==> config.mk <==
export PLATFORM = sky130hd
export DESIGN_NAME = laman_pebble_game_oracle
export DESIGN_NICKNAME = d
export VERILOG_FILES = /design/src/rtl/lpgo_pkg.sv /design/src/rtl/lpgo_seq.sv /design/src/rtl/laman_pebble_game_oracle.sv
export SDC_FILE = /design/constraint.sdc
export NUM_CORES = 2
export LEC_CHECK = 0
export BUFFER_PORTS_ARGS = -buffer_cell sky130_fd_sc_hd__buf_2
export CAP_MARGIN = 40
export CORE_UTILIZATION = 50
export DETAILED_ROUTE_END_ITERATION = 8
export PLACE_DENSITY = 0.71
export SLEW_MARGIN = 10
export SYNTH_ARGS = -nofsm -noshare
export SYNTH_HDL_FRONTEND = slang
export SYNTH_HIERARCHICAL = 1
export SYNTH_SLANG_ARGS = --single-unit
==> constraint.sdc <==
create_clock -name clk -period 35.4 [get_ports clk]
set_clock_uncertainty 0.15 [all_clocks]
set_input_delay 3.54 -clock clk [delete_from_list [all_inputs] [get_ports clk]]
set_output_delay 3.54 -clock clk [all_outputs]
set_load 0.03 [all_outputs]
==> src/rtl/lpgo_pkg.sv <==
`timescale 1ns / 1ps
`default_nettype none
package lpgo_pkg;
  localparam logic [1:0] CMD_CLEAR  = 2'd0;
  localparam logic [1:0] CMD_TEST   = 2'd1;
  localparam logic [1:0] CMD_INSERT = 2'd2;

  localparam logic [1:0] ST_OK    = 2'd0;
  localparam logic [1:0] ST_LOOP  = 2'd1;
  localparam logic [1:0] ST_RANGE = 2'd2;
  localparam logic [1:0] ST_FULL  = 2'd3;
endpackage
`default_nettype wire

==> src/rtl/lpgo_seq.sv <==
`timescale 1ns / 1ps
`default_nettype none
module lpgo_seq import lpgo_pkg::*; #(
  parameter int MAX_VERTICES = 64,
  parameter int MAX_EDGES    = 128
) (
  input  wire logic        clk,
  input  wire logic        rst_n,
  input  wire logic        start,
  output logic             busy,
  input  wire logic [1:0]  in_command,
  input  wire logic [5:0]  in_vertex_u,
  input  wire logic [5:0]  in_vertex_v,
  input  wire logic [6:0]  n_act,
  output logic             out_strobe,
  output logic             out_independent,
  output logic             out_inserted,
  output logic [63:0]      out_reach_mask,
  output logic [7:0]       out_stored_edges,
  output logic [1:0]       out_status
);
  localparam int EW = (MAX_EDGES > 1) ? $clog2(MAX_EDGES) : 1;
  localparam int VW = $clog2(MAX_VERTICES);
  localparam int CW = $clog2(MAX_EDGES + 1);

  typedef enum logic [17:0] {
    S_IDLE   = 18'h00001,
    S_CLR    = 18'h00002,
    S_LDU    = 18'h00004,
    S_LDV    = 18'h00008,
    S_LDW    = 18'h00010,
    S_GATHER = 18'h00020,
    S_POP    = 18'h00040,
    S_POPRD  = 18'h00080,
    S_POPCHK = 18'h00100,
    S_SCAN   = 18'h00200,
    S_SCANW  = 18'h00400,
    S_REVA   = 18'h00800,
    S_REVW   = 18'h01000,
    S_REVE   = 18'h02000,
    S_REV    = 18'h04000,
    S_REACH  = 18'h08000,
    S_REACHW = 18'h10000,
    S_DONE   = 18'h20000
  } state_t;
  state_t state_r;

  // edge and vertex stores
  logic [5:0]    tail_m [MAX_EDGES];
  logic [5:0]    head_m [MAX_EDGES];
  logic [EW-1:0] arr_m  [MAX_VERTICES];
  logic [5:0]    stk_m  [MAX_VERTICES];
  logic [1:0]    peb_m  [MAX_VERTICES];

  logic [1:0]  cmd_r;
  logic [5:0]  u_r, v_r, s_r, o_r, x_r;
  logic [CW-1:0] tot_r;
  logic [63:0] vis_r;
  logic [VW:0] sp_r;
  logic [EW:0] id_r;
  logic        side_r, grew_r, tried_u_r;
  logic [5:0]  et_q, eh_q, stk_q;
  logic [EW-1:0] arr_q;
  logic [VW-1:0] steps_r;
  logic [1:0]  peb_q, pu_r, pv_r;
  logic [6:0]  n_r;
  logic [VW-1:0] clr_r;
  logic        init_r;

  wire [EW-1:0] id_i = id_r[EW-1:0];
  wire [3:0] pu = {2'b0, pu_r};
  wire [3:0] pv = {2'b0, pv_r};
  // pebble store read address: endpoints while loading, else the popped vertex
  wire [VW-1:0] peb_a = (state_r == S_LDU) ? u_r[VW-1:0] :
                        (state_r == S_LDV) ? v_r[VW-1:0] : stk_q[VW-1:0];

  assign busy = (state_r != S_IDLE);

  always_ff @(posedge clk) begin
    et_q  <= tail_m[id_i];
    eh_q  <= head_m[id_i];
    stk_q <= stk_m[sp_r[VW-1:0] - 1'b1];
    arr_q <= arr_m[x_r[VW-1:0]];
    peb_q <= peb_m[peb_a];
  end

  always_ff @(posedge clk) begin
    if (!rst_n) begin
      state_r    <= S_CLR;
      init_r     <= 1'b1;
      clr_r      <= '0;
      n_r        <= 7'(MAX_VERTICES);
      tot_r      <= '0;
      out_strobe <= 1'b0;
    end else begin
      out_strobe <= (state_r == S_DONE);
      unique case (state_r)
        S_IDLE: begin
          tried_u_r <= 1'b0; side_r <= 1'b0;
          if (start) begin
            cmd_r <= in_command; u_r <= in_vertex_u; v_r <= in_vertex_v;
            out_independent <= 1'b0; out_inserted <= 1'b0;
            out_reach_mask <= '0;
            if (in_command == CMD_CLEAR) begin
              out_status <= ST_OK;
              n_r <= n_act; clr_r <= '0; tot_r <= '0;
              state_r <= S_CLR;
            end else if (in_command == CMD_TEST || in_command == CMD_INSERT) begin
              if ({1'b0, in_vertex_u} >= n_act || {1'b0, in_vertex_v} >= n_act) begin
                out_status <= ST_RANGE; state_r <= S_DONE;
              end else if (in_vertex_u == in_vertex_v) begin
                out_status <= ST_LOOP; state_r <= S_DONE;
              end else if (in_command == CMD_INSERT && tot_r >= CW'(MAX_EDGES)) begin
                out_status <= ST_FULL; state_r <= S_DONE;
              end else begin
                out_status <= ST_OK; state_r <= S_LDU;
              end
            end else begin
              out_status <= ST_OK; state_r <= S_DONE;
            end
          end
        end
        S_CLR: begin
          // one vertex per cycle, two pebbles below the count
          peb_m[clr_r] <= (7'(clr_r) < n_r) ? 2'd2 : 2'd0;
          clr_r <= clr_r + 1'b1;
          if (clr_r == VW'(MAX_VERTICES - 1)) begin
            init_r  <= 1'b0;
            state_r <= init_r ? S_IDLE : S_DONE;
          end
        end
        S_LDU: state_r <= S_LDV;
        S_LDV: begin
          pu_r <= peb_q; state_r <= S_LDW;
        end
        S_LDW: begin
          pv_r <= peb_q; state_r <= S_GATHER;
        end
        S_GATHER: begin
          // try u first, then v; tried_u tracks the current round
          if (pu + pv >= 4'd4) begin
            out_independent <= 1'b1;
            if (cmd_r == CMD_INSERT) begin
              pu_r <= pu_r - 2'd1;
              peb_m[u_r[VW-1:0]] <= pu_r - 2'd1;
              tail_m[tot_r[EW-1:0]] <= u_r;
              head_m[tot_r[EW-1:0]] <= v_r;
              tot_r <= tot_r + 1'b1;
              out_inserted <= 1'b1;
            end
            state_r <= S_DONE;
          end else if (!tried_u_r && pu < 4'd2) begin
            tried_u_r <= 1'b1; side_r <= 1'b0;
            s_r <= u_r; o_r <= v_r;
            vis_r <= 64'd1 << u_r; stk_m[0] <= u_r; sp_r <= (VW+1)'(1);
            state_r <= S_POP;
          end else if (pv < 4'd2 && (side_r == 1'b0 || !tried_u_r)) begin
            tried_u_r <= 1'b1; side_r <= 1'b1;
            s_r <= v_r; o_r <= u_r;
            vis_r <= 64'd1 << v_r; stk_m[0] <= v_r; sp_r <= (VW+1)'(1);
            state_r <= S_POP;
          end else begin
            vis_r <= (64'd1 << u_r) | (64'd1 << v_r);
            id_r <= '0; grew_r <= 1'b0;
            state_r <= S_REACH;
          end
        end
        S_POP: begin
          if (sp_r == '0) begin
            // search failed on this side
            if (side_r == 1'b0 && pv < 4'd2) begin
              tried_u_r <= 1'b1; side_r <= 1'b1; s_r <= v_r; o_r <= u_r;
              vis_r <= 64'd1 << v_r; stk_m[0] <= v_r; sp_r <= (VW+1)'(1);
            end else begin
              vis_r <= (64'd1 << u_r) | (64'd1 << v_r);
              id_r <= '0; grew_r <= 1'b0; state_r <= S_REACH;
            end
          end else state_r <= S_POPRD;
        end
        S_POPRD: state_r <= S_POPCHK;
        S_POPCHK: begin
          x_r <= stk_q; sp_r <= sp_r - 1'b1;
          if (stk_q != s_r && stk_q != o_r && peb_q != 2'd0) begin
            peb_m[stk_q[VW-1:0]] <= peb_q - 2'd1;
            if (side_r) pv_r <= pv_r + 2'd1;
            else pu_r <= pu_r + 2'd1;
            steps_r <= '0;
            state_r <= S_REVA;
          end else begin
            id_r <= '0; state_r <= S_SCAN;
          end
        end
        S_SCAN: begin
          if (id_r >= tot_r[EW:0] || id_r >= (EW+1)'(MAX_EDGES)) state_r <= S_POP;
          else state_r <= S_SCANW;
        end
        S_SCANW: begin
          if (et_q == x_r && !vis_r[eh_q]) begin
            vis_r[eh_q] <= 1'b1;
            arr_m[eh_q[VW-1:0]] <= id_i;
            if (sp_r < (VW+1)'(MAX_VERTICES)) begin
              stk_m[sp_r[VW-1:0]] <= eh_q; sp_r <= sp_r + 1'b1;
            end
          end
          id_r <= id_r + 1'b1; state_r <= S_SCAN;
        end
        S_REVA: begin
          // arrival edge of x is read here, pebble count of s written back
          peb_m[s_r[VW-1:0]] <= side_r ? pv_r : pu_r;
          state_r <= S_REVW;
        end
        S_REVW: begin
          id_r <= {1'b0, arr_q}; state_r <= S_REVE;
        end
        S_REVE: state_r <= S_REV;
        S_REV: begin
          // flip edge, walk to its tail
          tail_m[id_i] <= eh_q; head_m[id_i] <= et_q;
          x_r <= et_q; steps_r <= steps_r + 1'b1;
          if (et_q == s_r || steps_r == VW'(MAX_VERTICES - 1)) begin
            tried_u_r <= 1'b0; side_r <= 1'b0; state_r <= S_GATHER;
          end else state_r <= S_REVA;
        end
        S_REACH: begin
          if (id_r >= tot_r[EW:0] || id_r >= (EW+1)'(MAX_EDGES)) begin
            if (grew_r) begin id_r <= '0; grew_r <= 1'b0; end
            else begin out_reach_mask <= vis_r; state_r <= S_DONE; end
          end else state_r <= S_REACHW;
        end
        S_REACHW: begin
          if (vis_r[et_q] && !vis_r[eh_q]) begin
            vis_r[eh_q] <= 1'b1; grew_r <= 1'b1;
          end
          id_r <= id_r + 1'b1; state_r <= S_REACH;
        end
        S_DONE: begin
          out_stored_edges <= 8'(tot_r);
          state_r <= S_IDLE;
        end
        default: state_r <= S_IDLE;
      endcase
    end
  end
endmodule
`default_nettype wire

==> src/rtl/laman_pebble_game_oracle.sv <==
`timescale 1ns / 1ps
`default_nettype none
// steps: errors and unused commands go straight to the result, clear runs a pebble
//   clearing pass over every vertex; test and insert load both pebble counts, pop
//   vertices and scan stored edges, reverse the edges of a found path, run reach passes
// throughput: one item at a time, busy stays high until the result strobe
// reset: synchronous active low, empty table, count 64, then a clearing pass with busy
//   high gives every vertex two pebbles; the receiver cannot stall, out_strobe once
module laman_pebble_game_oracle import lpgo_pkg::*; #(
  parameter int MAX_VERTICES = 64,
  parameter int MAX_EDGES    = 128
) (
  input  wire logic        clk,
  input  wire logic        rst_n,
  input  wire logic        start,
  output logic             busy,
  input  wire logic [1:0]  in_command,
  input  wire logic [5:0]  in_vertex_u,
  input  wire logic [5:0]  in_vertex_v,
  input  wire logic        cfg_valid,
  output logic             cfg_ready,
  input  wire logic [6:0]  cfg_vertex_count,
  output logic             out_strobe,
  output logic             out_independent,
  output logic             out_inserted,
  output logic [63:0]      out_reach_mask,
  output logic [7:0]       out_stored_edges,
  output logic [1:0]       out_status
);
  logic [6:0] vcount_r;
  logic [6:0] n_act;

  // config register, always writable
  assign cfg_ready = 1'b1;
  always_ff @(posedge clk) begin
    if (!rst_n) vcount_r <= 7'd64;
    else if (cfg_valid) vcount_r <= cfg_vertex_count;
  end

  // clamp count to 1..MAX_VERTICES
  always_comb begin
    n_act = vcount_r;
    if (n_act == 7'd0) n_act = 7'd1;
    if (n_act > 7'(MAX_VERTICES)) n_act = 7'(MAX_VERTICES);
  end

  lpgo_seq #(.MAX_VERTICES(MAX_VERTICES), .MAX_EDGES(MAX_EDGES)) u_seq (
    .clk, .rst_n, .start, .busy, .in_command, .in_vertex_u, .in_vertex_v,
    .n_act, .out_strobe, .out_independent, .out_inserted, .out_reach_mask,
    .out_stored_edges, .out_status
  );
endmodule
`default_nettype wire

---- Yosys cells after proc, flatten, opt, wreduce, memory -nomap -nowiden ----
Memories as Yosys holds them, arrays and structs flattened. A register that Yosys moved wholly into a read port is not among the register bits.
Cells that the tools add are included.
cells by class
  eq/ne operators ......................... 54
  multiplexer cells ....................... 181
  bitwise gates (word level) .............. 6
  magnitude comparators ................... 14
  add/sub/neg operators ................... 12
  reductions and logical operators ........ 61
  shifts and indexed selects .............. 2
operators by type and width
  cell                    number
  $mux W64                10
  $pmux W18 S17           1
  $pmux W64 S4            1
  $mux W18                14
  $mux W6                 24
  $or A64 B64 Y64         2
  $pmux W64 S2            1
  $shl A1 B6 Y64 const A  2
  $mux W8                 12
  $mux W7                 11
  $mux W1                 71
  $pmux W6 S2             5
  $pmux W8 S6             1
  $mux W2                 14
  $ne A2 B1 Y1 const B    14
  $pmux W7 S4             1
  $mux W12                2
  $eq A18 B1 Y1 const B   1
  $eq A18 B10 Y1 const B  1
  $eq A18 B11 Y1 const B  1
  $eq A18 B12 Y1 const B  1
  $eq A18 B13 Y1 const B  1
  $eq A18 B14 Y1 const B  1
  $eq A18 B15 Y1 const B  1
  other kinds (70)        137
word-level totals
  logic and storage cells ................. 363
  bits in writable memories ............... 2496
  output and inout bits ................... 79
  input port bits ......................... 25
  flip-flop bits (word level) ............. 248
  memories kept ........................... 5
memory list
  name          words  bits a word  rd ports  clocked after memory_dff  write ports  line            text
  u_seq.head_m  128    6            1         1                         1            lpgo_seq.sv:50  logic [5:0] head_m [MAX_EDGES];
  u_seq.tail_m  128    6            1         1                         1            lpgo_seq.sv:49  logic [5:0] tail_m [MAX_EDGES];
  u_seq.arr_m   64     7            1         1                         1            lpgo_seq.sv:51  logic [EW-1:0] arr_m [MAX_VERTICES];
  u_seq.stk_m   64     6            1         1                         1            lpgo_seq.sv:52  logic [5:0] stk_m [MAX_VERTICES];
  u_seq.peb_m   64     2            1         1                         1            lpgo_seq.sv:53  logic [1:0] peb_m [MAX_VERTICES];

---- Logic depth before layout (Yosys ltp) ----
  depth after elaboration ................. 12
  depth in mapped cells ................... 16
  gate-level depth less buffers ........... 12

---- Cells and area by module ----
Netlist, hierarchy kept.
modules (own cells, without submodules)
  module                    instances  sequential area each (um^2)  area an instance (um^2)  cells an instance
  lpgo_seq                  1          82319.0                      112646.8                 6371
  laman_pebble_game_oracle  1          140.1                        331.6                    33

---- Least setup slack after synthesis ----
No wires, ideal clock.
  path type ............................... input -> register
  start point ............................. input port rst_n
  end point ............................... register u_seq.vis_r[0], enable pin
  library setup time ...................... 0.827 ns
  slack ................................... 20.418 ns
  arrival time ............................ 14.005 ns
  stages on the path ...................... 3
  path buffers ............................ 1
  data required time ...................... 34.423 ns
  cells stage by stage .................... clkbuf_1 clkinv_1 a2111oi_0
on the way
  longest elaborated chain between the ends .. 1
ends and longest elaborated chain
  element                      line                            text
  start, declared              laman_pebble_game_oracle.sv:14  input wire logic rst_n,
  $reduce_and A6 Y1 (no line)  n/a
  end signal, assigned         lpgo_seq.sv:155                 vis_r <= 64'd1 << u_r; stk_m[0] <= u_r; sp_r <= (VW+1)'(1);
  end signal, assigned         lpgo_seq.sv:160                 vis_r <= 64'd1 << v_r; stk_m[0] <= v_r; sp_r <= (VW+1)'(1);
  end signal, assigned         lpgo_seq.sv:163                 vis_r <= (64'd1 << u_r) | (64'd1 << v_r);
  end, declared                lpgo_seq.sv:58                  logic [63:0] vis_r;
Every way passes these cells.
A chain may end at the register's enable or synchronous reset.

---- Worst setup path in the final report ----
  start point ............................. register u_seq.state_r[3]
  end point ............................... output port busy
on the way
  longest elaborated chain between the ends .. 1
ends and longest elaborated chain
  element                 line                            text
  start, declared         lpgo_seq.sv:46                  state_t state_r;
  start signal, assigned  lpgo_seq.sv:129                 state_r <= init_r ? S_IDLE : S_DONE;
  $ne A18 B1 Y1           lpgo_seq.sv:77                  assign busy = (state_r != S_IDLE);
  end, declared           laman_pebble_game_oracle.sv:16  output logic busy,
Every way passes these cells.

==> summary.md <==
| Metric | Value |
|---|---|
| Shortest period the worst path allows | `7.30 ns` |
| Vias | `63,316` |
| CTS tree | `built` |
| Worst-path clk slew | `0.06 ns` |
| Hold path start | `u_seq/n_r[5]` |
| Crit-path slowest cell | `nor4_2` |
| Fin. Hold Viols | `0` |
| Cell count after synthesis | `6,404` |
| Crit share post-route | `20.6%` |
| RSZ-0062 raised after global routing | `no` |
| Setup TNS | `0 ns` |
| Worst path cell trace | `nor4_2 -> nand3b_1 -> or2_2 -> nor3_2 -> inv_1 -> buf_2` |
| Post-synthesis sequential area ratio | `73.0%` |
| Syn avg cell area | `17.6 um2` |
| Post-synth EDFFs | `2,696` |
| Largest net degree at the start of global routing | `154` |
| Initial antenna violation count | `17` |
| Total Power | `6650 uW` |
| Port bufs | `102` |
| First-pass GRT wire length | `422,000 um` |
| Final setup violation count | `0` |
| Hpwl dp | `184,000 um` |
| Slowest stage delay, CP | `0.58 ns` |
| Hold Crit Endpoint | `u_seq/n_r[5]` |
| Total Wirelength | `290,000 um` |
| Drc violations | `0` |
| Met2 Track Usage GR | `37.5%` |
| Post-CTS Setup Bufs | `0` |
| GRT busiest layer | `met2` |
| Wire per inst | `29.3 um` |
| Worst VDD drop | `0.0467 mV` |
| Synthesized flop and latch total | `2,771` |
| Initial DRC count | `9,056` |
| Area after DPL | `0.118 mm2` |
| Syn_nets | `6,472` |
| Number of global-route vias before repair | `61,005` |
| FF-to-FF setup slack | `29.72 ns` |
| F_max | `137 MHz` |
| Hold crit path type | `register to register` |
| Vias per cell | `6.39` |
| Post-route cell area | `0.128 mm2` |
| DP Worst Slack | `27.71 ns` |
| Number of hold buffers added after CTS | `0` |
| Total CTS buffers | `295` |
| PD cells | `52.0 mW/mm2` |
| Synth Cell Area | `0.113 mm2` |
| Worst setup margin | `28.10 ns` |
| Core outline area | `0.225 mm2` |
| Setup Crit Path Kind | `register to output port` |
| Maximum capacitance violations | `0` |
| Hold depth | `2` |
| Share of cells above drive strength 1 | `21.1%` |
| Die X | `477 um` |
| GRT Overall Usage | `25.1%` |
| Die ar. | `0.228 mm2` |
| Clk root buf | `clkbuf_16` |
| First-pass DRT Iterations | `8` |
| R2R cell count | `7` |
| Async S/R FF share, synth | `0%` |
| Clock Path Buffers | `4` |
| Fin. max-slew vios | `0` |
| Main flop type after synthesis | `edfxtp_1` |
| CP Data Required Time | `31.71 ns` |
| Outcome | `complete, no violations` |
| Die height | `477 um` |
| Total grt overflow | `0` |
| CP Max Fanout | `17` |
| Post-CTS sizing | `0` |
| Final Net Count | `6,768` |
| Worst flop-to-flop path startpoint | `u_seq/state_r[12]` |
| Placer Congestion | `0.930` |
| Startpoint Class | `register` |
| Relative slew slack | `29.2%` |
| Skew-Pair Late Insertion Delay | `0.94 ns` |
| Row count | `174` |
| Initial core utilization | `50.3%` |
| Clock sinks | `2,771` |
| Antenna Nets Post-Route | `0` |
| RR Endpoint | `u_seq/head_m[5][4]` |
| Leak Pwr | `0.0385 uW` |
| YS warnings | `6` |
| Synth unique cells | `87` |
| Grt met3 use | `5.83%` |
| H-tree lvl count | `5` |
| Met1 Use GR | `35.9%` |
| Worst setup EP type | `output port` |
| Worst Tran Pin Value | `1.06 ns` |
| Crit path DAT | `3.61 ns` |
| IO Count | `104` |
| Area growth syn-to-layout | `13.2%` |
==> synth_stat cells (17+ instances only) <==
cell type / instances / area share, %
ha_1: 42 / 0.47
mux4_2: 503 / 10
nor3_1: 42 / 0.19
nand2_1: 375 / 1.2
nor2b_1: 27 / 0.15
buf_1: 84 / 0.28
a211oi_1: 52 / 0.35
inv_1: 46 / 0.15
a21oi_1: 296 / 1.3
mux2_2: 108 / 1.1
edfxtp_1: 2696 / 72
nand2b_1: 30 / 0.17
mux2i_1: 386 / 3.4
buf_2: 44 / 0.19
o21ai_0: 168 / 0.74
dfxtp_1: 75 / 1.3
o221ai_1: 140 / 1.1
a21o_1: 36 / 0.24
and2_1: 88 / 0.49
xor2_1: 29 / 0.22
nand3_1: 60 / 0.27
or3_1: 17 / 0.094
xnor2_1: 33 / 0.26
clkbuf_1: 232 / 0.77
o22ai_1: 123 / 0.68
nor2_1: 448 / 1.5
==> area by class of cell <==
type / count / area (um2)
sequential: 2771 / 82500
antenna: 10 / 25.0
multi-input combinational: 3218 / 29200
clock buffer: 348 / 7760
timing repair buffer: 367 / 3120
clock inverter: 158 / 1400
tap: 2992 / 3740
fill: 16503 / 96800
inverter: 47 / 176
==> report_power, final <==
group          internal (uW)  switching (uW)  leakage (uW)  total [uW]
combinational           36.9            85.0       0.00991         122
sequential              3570            9.96        0.0241        3580
clock                   1740            1210       0.00446        2950
total                   5350            1310        0.0385        6650
==> how the worst max path moves through the flow <==
| stage | cells past startpoint | to | from | slack [ns] |
|---|---|---|---|---|
| floorplan | 3 | u_seq/vis_r[0] | rst_n | 20.42 |
| CTS | 6 | busy | u_seq/state_r[2] | 28.15 |
| global placement | 9 | u_seq/head_m[7][0] | rst_n | 27.54 |
| detailed placement | 9 | u_seq/tail_m[53][5] | rst_n | 27.71 |
| finish | 6 | busy | u_seq/state_r[3] | 28.10 |
| global route | 6 | busy | u_seq/state_r[3] | 27.96 |
==> logic make-up (layout without fill, tap and decap cells) <==
group,after synthesis,in the layout,share of synthesized area [%]
DFF,2771,2771,73.0
and+or+nand+nor,1195,1195,4.87
muxes,998,998,14.5
AOI/OAI and AO/OA,919,919,5.18
buffers and inverters,415,920,1.46
xor gates and xnor gates,62,62,0.481
adders and majority gates,43,43,0.483
other,1,11,0.00332
==> per-layer routing <==
metal / up-vias / routed length [um]
li1: 26362 / -
met1: 32153 / 113000
met3: 722 / 32600
met5: - / 104
met2: 4061 / 132000
met4: 18 / 12200
==> through the flow <==
stage / hold slack, ns / std cells / utilization, %
final: 0.310 / 9911 / 56.9
after global routing: 0.334 / 9909 / 56.9
after floorplan: 0.280 / 6404 / -
after CTS: 0.315 / 9846 / 56.7
after detailed placement: 0.305 / 9340 / 52.6
after global placement: 0.295 / 9229 / 52.0
==> cell usage in the layout (no fill, tap or decap), drive strengths merged, types with 9 or more instances in the layout <==
master    instances
edfxtp         2696
mux4            503
nor2            449
mux2i           387
nand2           375
buf             365
clkbuf          348
a21oi           296
o21ai           169
o221ai          140
o22ai           123
clkinv          117
mux2            108
and2             88
dfxtp            75
nand3            60
a211oi           54
inv              50
nor3             44
ha               42
a21o             36
xnor2            33
nand2b           30
xor2             29
nor2b            27
bufinv           25
nor4             21
or3              17
nand4            16
clkinvlp         13
a31oi            13
nand3b           13
or2              13
and3             12
nor3b            11
diode            10
a22oi            10
o31ai             9
==> critical path, delay by kind of cell, from the launching register on <==
kind	cells	cell delay, ns
AND/OR/NAND/NOR	4	1.78
buffers and inverters	2	0.43
flip-flops	1	0.48
==> sequential cells by signal, summed over array words and instances (netlist names), 7 cells and up <==
signal,flops
u_seq/out_stored_edges,8
u_seq/peb_m,128
u_seq/tot_r,8
u_seq/state_r,18
u_seq/out_reach_mask,64
u_seq/sp_r,7
u_seq/head_m,768
u_seq/arr_m,448
u_seq/n_r,7
vcount_r,7
u_seq/vis_r,64
u_seq/id_r,8
u_seq/tail_m,768
u_seq/stk_m,384
u_seq/arr_q,7
No activity file was read; power rests on OpenSTA's default activity.
